## src/rtl/lxdc_pkg.sv

```systemverilog
// Package for the keystream decryptor with running CRC-16.
// Holds the register map, reset values, configuration struct and the CRC fold function.
// No dependencies.
`timescale 1ns / 1ps

package lxdc_pkg;

    localparam int unsigned WORD_W = 16;
    localparam int unsigned ADDR_W = 4;
    localparam int unsigned DATA_W = 32;

    localparam logic [1:0] REG_KEY_SEED       = 2'd0;
    localparam logic [1:0] REG_KEY_MULTIPLIER = 2'd1;
    localparam logic [1:0] REG_KEY_INCREMENT  = 2'd2;
    localparam logic [1:0] REG_EXPECTED_CRC   = 2'd3;

    localparam logic [WORD_W-1:0] RST_KEY_SEED       = 16'd0;
    localparam logic [WORD_W-1:0] RST_KEY_MULTIPLIER = 16'd25173;
    localparam logic [WORD_W-1:0] RST_KEY_INCREMENT  = 16'd13849;
    localparam logic [WORD_W-1:0] RST_EXPECTED_CRC   = 16'd0;

    localparam logic [WORD_W-1:0] CRC_POLY = 16'hA001;
    localparam logic [WORD_W-1:0] CRC_INIT = 16'hFFFF;
    localparam logic [WORD_W-1:0] KEY_INIT = 16'h0000;

    typedef struct packed {
        logic [WORD_W-1:0] key_seed;
        logic [WORD_W-1:0] key_multiplier;
        logic [WORD_W-1:0] key_increment;
        logic [WORD_W-1:0] expected_crc;
    } t_cfg;

    function automatic logic [WORD_W-1:0] crc_fold8(
        input logic [WORD_W-1:0] crc,
        input logic [WORD_W-1:0] word
    );
        logic [WORD_W-1:0] c;
        c = crc ^ word;
        for (int n = 0; n < 8; n++) begin
            c = c[0] ? ((c >> 1) ^ CRC_POLY) : (c >> 1);
        end
        return c;
    endfunction

endpackage

```

## src/rtl/lxdc_regs.sv

```systemverilog
// APB-style configuration register file for the keystream decryptor.
// Depends on lxdc_pkg for the register map and reset values.
`timescale 1ns / 1ps

module lxdc_regs
    import lxdc_pkg::*;
(
    input  logic              i_clk,
    input  logic              i_rst_n,
    input  logic              psel,
    input  logic              penable,
    input  logic              pwrite,
    input  logic [ADDR_W-1:0] paddr,
    input  logic [DATA_W-1:0] pwdata,
    output logic [DATA_W-1:0] prdata,
    output logic              pready,
    output t_cfg              o_cfg
);

    t_cfg              r_cfg;
    logic              w_wr;
    logic [1:0]        w_idx;
    logic [WORD_W-1:0] w_rd;

    assign pready = 1'b1;
    assign w_wr   = psel & penable & pwrite;
    assign w_idx  = paddr[ADDR_W-1:2];

    always_ff @(posedge i_clk) begin
        if (!i_rst_n) begin
            r_cfg.key_seed       <= RST_KEY_SEED;
            r_cfg.key_multiplier <= RST_KEY_MULTIPLIER;
            r_cfg.key_increment  <= RST_KEY_INCREMENT;
            r_cfg.expected_crc   <= RST_EXPECTED_CRC;
        end else if (w_wr) begin
            case (w_idx)
                REG_KEY_SEED:       r_cfg.key_seed       <= pwdata[WORD_W-1:0];
                REG_KEY_MULTIPLIER: r_cfg.key_multiplier <= pwdata[WORD_W-1:0];
                REG_KEY_INCREMENT:  r_cfg.key_increment  <= pwdata[WORD_W-1:0];
                REG_EXPECTED_CRC:   r_cfg.expected_crc   <= pwdata[WORD_W-1:0];
                default: ;
            endcase
        end
    end

    always_comb begin
        case (w_idx)
            REG_KEY_SEED:       w_rd = r_cfg.key_seed;
            REG_KEY_MULTIPLIER: w_rd = r_cfg.key_multiplier;
            REG_KEY_INCREMENT:  w_rd = r_cfg.key_increment;
            REG_EXPECTED_CRC:   w_rd = r_cfg.expected_crc;
            default:            w_rd = '0;
        endcase
    end

    assign prdata = {{(DATA_W-WORD_W){1'b0}}, w_rd};
    assign o_cfg  = r_cfg;

endmodule

```

## src/rtl/lxdc_core.sv

```systemverilog
// Keystream and CRC state with the combinational decrypt and CRC fold logic.
// Depends on lxdc_pkg for the configuration struct and the CRC fold function.
`timescale 1ns / 1ps

module lxdc_core
    import lxdc_pkg::*;
(
    input  logic              i_clk,
    input  logic              i_rst_n,
    input  t_cfg              i_cfg,
    input  logic              i_advance,
    input  logic [WORD_W-1:0] i_cipher_word,
    input  logic              i_first_word,
    input  logic              i_last_word,
    output logic [WORD_W-1:0] o_plain_word,
    output logic [WORD_W-1:0] o_running_crc,
    output logic              o_crc_match
);

    logic [WORD_W-1:0]   r_key;
    logic [WORD_W-1:0]   r_crc;
    logic [WORD_W-1:0]   n_key;
    logic [WORD_W-1:0]   n_crc;
    logic [WORD_W-1:0]   w_key_base;
    logic [WORD_W-1:0]   w_crc_base;
    logic [WORD_W-1:0]   w_prod;

    assign w_key_base = i_first_word ? i_cfg.key_seed : r_key;
    assign w_crc_base = i_first_word ? CRC_INIT : r_crc;
    assign w_prod     = w_key_base * i_cfg.key_multiplier;
    assign n_key      = w_prod + i_cfg.key_increment;
    assign o_plain_word = i_cipher_word ^ n_key;
    assign n_crc      = crc_fold8(w_crc_base, o_plain_word);
    assign o_running_crc = n_crc;
    assign o_crc_match = i_last_word & (n_crc == i_cfg.expected_crc);

    always_ff @(posedge i_clk) begin
        if (!i_rst_n) begin
            r_key <= KEY_INIT;
            r_crc <= CRC_INIT;
        end else if (i_advance) begin
            r_key <= n_key;
            r_crc <= n_crc;
        end
    end

endmodule

```

## src/rtl/lcg_xor_decrypt_with_crc16_top.sv

```systemverilog
// Top level of the keystream decryptor with running CRC-16.
// Depends on lxdc_pkg, lxdc_regs and lxdc_core.
//
// Usage: each input transaction carries one encrypted 16-bit word with its
// first and last marks. The block advances a 16-bit linear congruential
// keystream, XORs it into the word, folds the plain word into a CRC-16
// and returns one output transaction per input transaction.
// A word is captured in the input register, then decrypted and folded into
// the CRC on its way into the output register. Throughput is one word per
// cycle while the receiver does not stall; the keystream multiply-add and the
// eight CRC shift steps between the two registers set the clock period.
// When the receiver stalls, the output register holds its result and the
// input register takes a word only while empty. Reset clears both registers'
// valid flags, loads the keystream with zero, the CRC with 0xFFFF and the
// configuration registers with their defaults. The user must write the
// configuration through the APB port while idle; the block does not enforce it.
`timescale 1ns / 1ps

module lcg_xor_decrypt_with_crc16_top
    import lxdc_pkg::*;
(
    input  logic              i_clk,
    input  logic              i_rst_n,
    input  logic              psel,
    input  logic              penable,
    input  logic              pwrite,
    input  logic [ADDR_W-1:0] paddr,
    input  logic [DATA_W-1:0] pwdata,
    output logic [DATA_W-1:0] prdata,
    output logic              pready,
    input  logic              i_in_valid,
    output logic              o_in_ready,
    input  logic [WORD_W-1:0] i_cipher_word,
    input  logic              i_first_word,
    input  logic              i_last_word,
    output logic              o_out_valid,
    input  logic              i_out_ready,
    output logic [WORD_W-1:0] o_plain_word,
    output logic [WORD_W-1:0] o_running_crc,
    output logic              o_crc_match,
    output logic              o_end_of_image
);

    t_cfg              w_cfg;
    logic              r_s1_valid;
    logic [WORD_W-1:0] r_s1_cipher;
    logic              r_s1_first;
    logic              r_s1_last;
    logic              r_out_valid;
    logic [WORD_W-1:0] r_out_plain;
    logic [WORD_W-1:0] r_out_crc;
    logic              r_out_match;
    logic              r_out_last;
    logic              w_advance;
    logic              w_in_take;
    logic [WORD_W-1:0] w_plain;
    logic [WORD_W-1:0] w_crc;
    logic              w_match;

    lxdc_regs u_regs (
        .i_clk   (i_clk),
        .i_rst_n (i_rst_n),
        .psel    (psel),
        .penable (penable),
        .pwrite  (pwrite),
        .paddr   (paddr),
        .pwdata  (pwdata),
        .prdata  (prdata),
        .pready  (pready),
        .o_cfg   (w_cfg)
    );

    lxdc_core u_core (
        .i_clk         (i_clk),
        .i_rst_n       (i_rst_n),
        .i_cfg         (w_cfg),
        .i_advance     (w_advance),
        .i_cipher_word (r_s1_cipher),
        .i_first_word  (r_s1_first),
        .i_last_word   (r_s1_last),
        .o_plain_word  (w_plain),
        .o_running_crc (w_crc),
        .o_crc_match   (w_match)
    );

    assign w_advance  = r_s1_valid & (~r_out_valid | i_out_ready);
    assign o_in_ready = ~r_s1_valid | w_advance;
    assign w_in_take  = i_in_valid & o_in_ready;

    always_ff @(posedge i_clk) begin
        if (!i_rst_n) begin
            r_s1_valid <= 1'b0;
        end else if (w_in_take) begin
            r_s1_valid <= 1'b1;
        end else if (w_advance) begin
            r_s1_valid <= 1'b0;
        end
    end

    always_ff @(posedge i_clk) begin
        if (w_in_take) begin
            r_s1_cipher <= i_cipher_word;
            r_s1_first  <= i_first_word;
            r_s1_last   <= i_last_word;
        end
    end

    always_ff @(posedge i_clk) begin
        if (!i_rst_n) begin
            r_out_valid <= 1'b0;
        end else if (w_advance) begin
            r_out_valid <= 1'b1;
        end else if (i_out_ready) begin
            r_out_valid <= 1'b0;
        end
    end

    always_ff @(posedge i_clk) begin
        if (w_advance) begin
            r_out_plain <= w_plain;
            r_out_crc   <= w_crc;
            r_out_match <= w_match;
            r_out_last  <= r_s1_last;
        end
    end

    assign o_out_valid    = r_out_valid;
    assign o_plain_word   = r_out_plain;
    assign o_running_crc  = r_out_crc;
    assign o_crc_match    = r_out_match;
    assign o_end_of_image = r_out_last;

endmodule

```

## config.mk

```make
export PLATFORM = sky130hd
export DESIGN_NAME = lcg_xor_decrypt_with_crc16_top
export DESIGN_NICKNAME = d
export VERILOG_FILES = /design/src/rtl/lxdc_pkg.sv /design/src/rtl/lxdc_regs.sv /design/src/rtl/lxdc_core.sv /design/src/rtl/lcg_xor_decrypt_with_crc16_top.sv
export SDC_FILE = /design/constraint.sdc
export NUM_CORES = 1
export LEC_CHECK = 0
export BUFFER_PORTS_ARGS = -buffer_cell sky130_fd_sc_hd__buf_2
export CORE_ASPECT_RATIO = 0.6
export CORE_UTILIZATION = 40
export DETAILED_ROUTE_END_ITERATION = 8
export GPL_TIMING_DRIVEN = 0
export SYNTH_ARGS = -nofsm -noshare
export SYNTH_HDL_FRONTEND = slang
export SYNTH_SLANG_ARGS = --single-unit
```

## constraint.sdc

```tcl
create_clock -name i_clk -period 19.4 [get_ports i_clk]
set_input_delay 1.94 -clock i_clk [delete_from_list [all_inputs] [get_ports i_clk]]
set_output_delay 1.94 -clock i_clk [all_outputs]
set_load 0.005 [all_outputs]
```

### Word-level counts from Yosys, hierarchy flattened

Index checks and enable logic that the tools add are counted.
W data, S select, Z words.

| storage, ports and cells | value |
|---|---|
| bits in registers | 150 |
| input bits | 61 |
| output and inout bits | 69 |
| word-level logic and storage cells | 62 |

| cells by class | value |
|---|---|
| add/sub/neg operators | 1 |
| multiply operators | 1 |
| equal/unequal tests | 4 |
| mux-type cells | 15 |
| bitwise gates (word level) | 19 |
| reduce and logical (&&, ||, !) cells | 7 |

Operator list:

| kind | number |
|---|---|
| $mux W16 | 10 |
| $pmux W16 S4 | 1 |
| $xor A16 B16 Y16 | 2 |
| $not A2 Y3 | 8 |
| $add A16 B16 Y16 | 1 |
| $eq A16 B16 Y1 | 1 |
| $mul A16 B16 Y16 | 1 |
| $reduce_and A2 Y1 | 4 |
| $and A1 B1 Y1 | 5 |
| $eq A2 B2 Y1 const B | 2 |
| $mux W1 | 4 |
| $reduce_bool A2 Y1 | 2 |
| $eq A2 B1 Y1 const B | 1 |
| $logic_not A2 Y1 | 1 |
| $not A1 Y1 | 2 |
| $or A1 B1 Y1 | 2 |

### Depth between registers and ports, before layout

| logic depth | value |
|---|---|
| word-level depth | 23 |
| mapped depth | 29 |
| depth with buffers taken out | 26 |

### Cells and area by module

Synthesis repeated with hierarchy kept, for this count alone.

| second synthesis, totals | value |
|---|---|
| cell total of the unflattened synthesis | 1195 |
| area total of the unflattened synthesis | 11887.7 um^2 |

Modules (own cells, without submodules):

| module | times used | cells an instance | area an instance (um^2) | seq. area each (um^2) |
|---|---|---|---|---|
| lxdc_core | 1 | 852 | 7233.2 | 640.6 |
| lxdc_regs | 1 | 282 | 2989.1 | 1281.2 |
| lcg_xor_decrypt_with_crc16_top | 1 | 61 | 1665.3 | 1601.5 |

### Worst setup path before layout

No wires, ideal clock.

| timing | value |
|---|---|
| kind | flip-flop to flip-flop |
| start point | reg r_s1_first |
| end point | reg r_out_match, in the netlist o_crc_match, data pin |
| library setup time | 0.134 ns |
| arrival | 7.032 ns |
| required time | 19.266 ns |
| path slack | 12.234 ns |
| cell stages (with the launch flop) | 30 |
| path buffers | 4 |
| clock period less this slack | 7.166 ns |
| cells stage by stage | edfxtp_1 -> buf_2 -> buf_2 -> mux2_1 -> clkbuf_1 -> and2_1 -> fa_1 -> inv_1 -> fa_1 -> inv_1 -> fa_1 -> inv_1 -> fa_1 -> inv_1 -> fa_1 -> inv_1 -> fa_1 -> inv_1 -> ha_1 -> o21ai_0 -> a21oi_1 -> nor2_1 -> a31oi_1 -> a31oi_1 -> clkbuf_1 -> nor3_1 -> o21ai_1 -> nand3_1 -> a311oi_1 -> and4_1 |

| on the way | value |
|---|---|
| word-level cells in the longest chain between the ends | 17 |
| elaborated cells on any way between the ends | 24 |
| those cells by class | add/sub: 1; mul: 1; eq/ne: 1; mux: 10; bitwise: 11 |

RTL lines:

| item | RTL line | text |
|---|---|---|
| start, declared | lcg_xor_decrypt_with_crc16_top.sv:47 | `logic r_s1_first;` |
| start signal, assigned | lcg_xor_decrypt_with_crc16_top.sv:103 | `r_s1_first <= i_first_word;` |
| $mux W16 | lxdc_core.sv:28 | `assign w_key_base = i_first_word ? i_cfg.key_seed : r_key;` |
| $mul A16 B16 Y16 | lxdc_core.sv:30 | `assign w_prod = w_key_base * i_cfg.key_multiplier;` |
| $add A16 B16 Y16 | lxdc_core.sv:31 | `assign n_key = w_prod + i_cfg.key_increment;` |
| $xor A16 B16 Y16 | lxdc_core.sv:32 | `assign o_plain_word = i_cipher_word ^ n_key;` |
| $xor A16 B16 Y16 (*) | lxdc_pkg.sv:38 | `c = crc ^ word;` |
| $not A2 Y3 (no source line) or $mux W16 (tied branches) | - |  |
| $mux W16 (*) (3 in a row) | lxdc_pkg.sv:40 | `c = c[0] ? ((c >> 1) ^ CRC_POLY) : (c >> 1);` |
| $not A2 Y3 (no source line) or $mux W16 (tied branches) | - |  |
| $mux W16 (*) (5 in a row) | lxdc_pkg.sv:40 |  |
| $eq A16 B16 Y1 (*) | lxdc_core.sv:35 | `assign o_crc_match = i_last_word & (n_crc == i_cfg.expected_crc);` |
| $and A1 B1 Y1 (*) | lxdc_core.sv:35 |  |
| net u_core.o_crc_match | lxdc_core.sv:17 | `output logic o_crc_match` |
| end signal, assigned | lcg_xor_decrypt_with_crc16_top.sv:122 | `r_out_match <= w_match;` |
| end, declared | lcg_xor_decrypt_with_crc16_top.sv:52 | `logic r_out_match;` |

Mark *: on every way through the listed nets, which the timed path passes. The rest lies on a longest branch.
A chain may end at the register's enable or synchronous reset.

### Worst setup path in the final report

Ends and elaborated chain as after synthesis.

==> results.json <==
{
  "drt-initial-drc-count": 893,
  "period_share_pct": 46.0,
  "cpPeakStageDelay_ns": 0.83,
  "path_class": "reg -> reg",
  "drive_above_1_share_pct": 14.1,
  "cts_sinks": 150,
  "gp_congestion": 0.956,
  "row_count": 47,
  "antenna_found_initial": 2,
  "dp_hpwl_mm": 29.1,
  "grt_max_degree": 32,
  "num-fill-cells": 2768,
  "boundaryPins": 130,
  "syn_area_mm2": 0.0116,
  "syn_to_final_growth_pct": 13.4,
  "power_mw": 1.26,
  "initial_core_util_pct": 41.4,
  "finClkSkew_ns": 0.0115,
  "drt_wl_total_mm": 36.7,
  "grt_overflow": 0,
  "p_leak_nw": 5.71,
  "numCtsBuffers": 17,
  "cp_slowest_cell": "a31oi_1",
  "cts_hold_buffers": 0,
  "yosys-top-cells-area": "dfxtp_1, fa_1, edfxtp_1",
  "post_cts_buffers": 0,
  "grt_pass1_vias": 8813,
  "dieArea_mm2": 0.0298,
  "vdd_ir_drop_max_mv": 0.0678,
  "synthArstFlopShare_pct": 0,
  "min_period_ns": 8.93,
  "relSlewSlack_pct": 24.2,
  "worst_slew_pin_slew_ns": 1.14,
  "nets": 1589,
  "synth_seq_cells": 150,
  "port-buffer-count": 93,
  "synth.yosys.seq_area_share_pct": 30.2,
  "antenna_cells": 0,
  "setup_viol": 0,
  "rsz0062_at_grt": "no",
  "fin_setup_tns_ns": 0,
  "drc": 0,
  "outcome": "finished, final reports clean",
  "vias": 9151,
  "yosys.area.top_type": "dfxtp_1",
  "clockBufferDepth": 2,
  "maxCapViolCount": 0,
  "regToRegEndpoint": "o_crc_match$_DFFE_PP_",
  "root_buffer": "clkbuf_16",
  "hold_violations": 0,
  "synth_edf_count": 52,
  "wl_per_cell_um": 20.8,
  "hold_depth": 2,
  "ys_types": 62,
  "firstDrtPassIters": 5,
  "clk_latency_ns": 0.44,
  "cts_tree": "yes",
  "synth_top_area_share_pct": 16.8,
  "grt_use_total_pct": 25.4,
  "path_clk_slew_ns": 0.06,
  "end_kind": "flip-flop",
  "min_from": "u_core.r_crc[0]$_SDFFE_PN1P_",
  "ctsResizeCount": 0,
  "clock.fmax_mhz": 112,
  "cts_max_level": 4,
  "cp_max_fo": 10,
  "min_path_type": "reg -> reg",
  "syn_avg_cell_area_um2": 9.29,
  "hold_end": "u_core.r_crc[0]$_SDFFE_PN1P_",
  "drv_slew": 0,
  "critPathArrivalTime_ns": 9.24,
  "yosys_warnings": 0,
  "p_per_area_mw_per_mm2": 95.5,
  "dieHeight_um": 134,
  "timing.rr.start": "r_s1_first$_DFFE_PP_",
  "ff2ff_setup_slack_ns": 10.47,
  "start_kind": "flip-flop",
  "ys_dominant_reg_cell": "dfxtp_1",
  "die_x_um": 222,
  "required_ns": 19.71,
  "syn_inst": 1254,
  "viasPerCell": 5.19,
  "r2r_cells": 29,
  "grt_pass1_wl_mm": 55.0,
  "core_area_mm2": 0.0281,
  "ant_nets": 0
}
critical path, delay by kind of cell (launching register included):
family	cells	cell delay (ns)
adders and majority gates	7	3.36
AOI/OAI and AO/OA	6	1.85
buffers and inverters	10	1.81
and+or+nand+nor	5	0.83
DFF	1	0.53
muxes	1	0.38
cells by family (layout without fill, tap and decap cells):
kind of cell,Yosys count,count (layout),share of synthesized area [%]
buffers and inverters,255,381,9.03
AND/OR/NAND/NOR,421,421,15.8
other,2,17,0.0645
multiplexers,32,32,4.63
AO/OA/AOI/OAI,130,130,8.02
adder cells (fa/ha/maj),146,146,21.7
flip-flops,150,150,30.2
XOR/XNOR,118,118,10.4
worst max path at each step:
stage	start	slack [ns]	endpoint
final	r_s1_first$_DFFE_PP_	10.47	o_crc_match$_DFFE_PP_
after global routing	r_s1_first$_DFFE_PP_	10.04	o_crc_match$_DFFE_PP_
after CTS	r_s1_first$_DFFE_PP_	10.53	o_crc_match$_DFFE_PP_
after detailed placement	r_s1_first$_DFFE_PP_	10.55	o_crc_match$_DFFE_PP_
after global placement	r_s1_first$_DFFE_PP_	10.61	o_crc_match$_DFFE_PP_
after floorplan	r_s1_first$_DFFE_PP_	12.23	o_crc_match$_DFFE_PP_
registers in the layout, summed over array words and instances, names as in the netlist:
register and cells:
u_core.r_crc 16, o_running_crc 16, o_crc_match 1, o_plain_word 16, u_regs.o_cfg 64, u_core.r_key 16, o_out_valid 1, r_s1_last 1
o_end_of_image 1, r_s1_valid 1, r_s1_first 1, r_s1_cipher 16
synthesized netlist by cell type (all sizes together) (2+ instances only):
library cell,n
clkbuf,49
a21oi,14
fa,94
nor2,36
o211ai,12
a21boi,59
nand3,26
a21o,3
and3,3
o21a,3
nor4,2
edfxtp,52
a211oi,3
nand2,267
mux4,16
xor2,30
mux2,15
and2,53
o21ai,15
conb,2
xor3,2
dfxtp,98
xnor3,7
xnor2,79
nand2b,6
ha,52
or2,2
o211a,3
o21bai,3
inv,177
nor2b,8
a311oi,2
or3,2
nand4,4
a31oi,6
buf,29
nor3,8
area by class of cell:
| cell class | count | area (µm²) | area share [%] |
|---|---|---|---|
| clock inverter | 12 | 90.1 | 0.682 |
| multi-input combinational | 864 | 7130 | 54.0 |
| buffer | 78 | 389 | 2.95 |
| clock buffer | 20 | 468 | 3.54 |
| inverter | 177 | 664 | 5.03 |
| timing repair buffer | 94 | 485 | 3.68 |
| tap | 367 | 459 | 3.48 |
| sequential | 150 | 3520 | 26.7 |
cell usage in the layout, fill, tap and decap left out, types with 52 or more instances in the layout:
cell type / count
buf_2: 98
inv_1: 177
xnor2_1: 75
a21boi_0: 59
nand2_1: 267
fa_1: 94
and2_1: 53
ha_1: 52
dfxtp_1: 98
edfxtp_1: 52
power by group:
part           internal (mW)  switching [mW]  total (mW)
combinational          0.213           0.333       0.547
clock                  0.176           0.146       0.322
sequential             0.377          0.0163       0.394
total                  0.767           0.495        1.26
layer usage:
| metal | track usage [%] | wire length [µm] | vias to the layer above |
|---|---|---|---|
| li1 | - | - | 4189 |
| met1 | 40.3 | 18200 | 4510 |
| met2 | 32.7 | 13900 | 435 |
| met3 | 9.24 | 4470 | 17 |
| met4 | 2.97 | 148 | 0 |
| met5 | 0 | 0 | - |
metrics by stage:
step	setup slack, ns	instances	instance area [µm²]	hold slack [ns]	util, %
6_report	10.47	1762	13200	0.471	47.0
2_1_floorplan	12.23	1269	11700	0.439	-
3_5_place_dp	10.55	1730	12700	0.456	45.0
3_3_place_gp	10.61	1729	12600	0.449	44.9
4_1_cts	10.53	1762	13200	0.475	47.0
5_1_grt	10.04	1762	13200	0.491	47.0
Note: power is estimated with default switching activity, not from simulation.
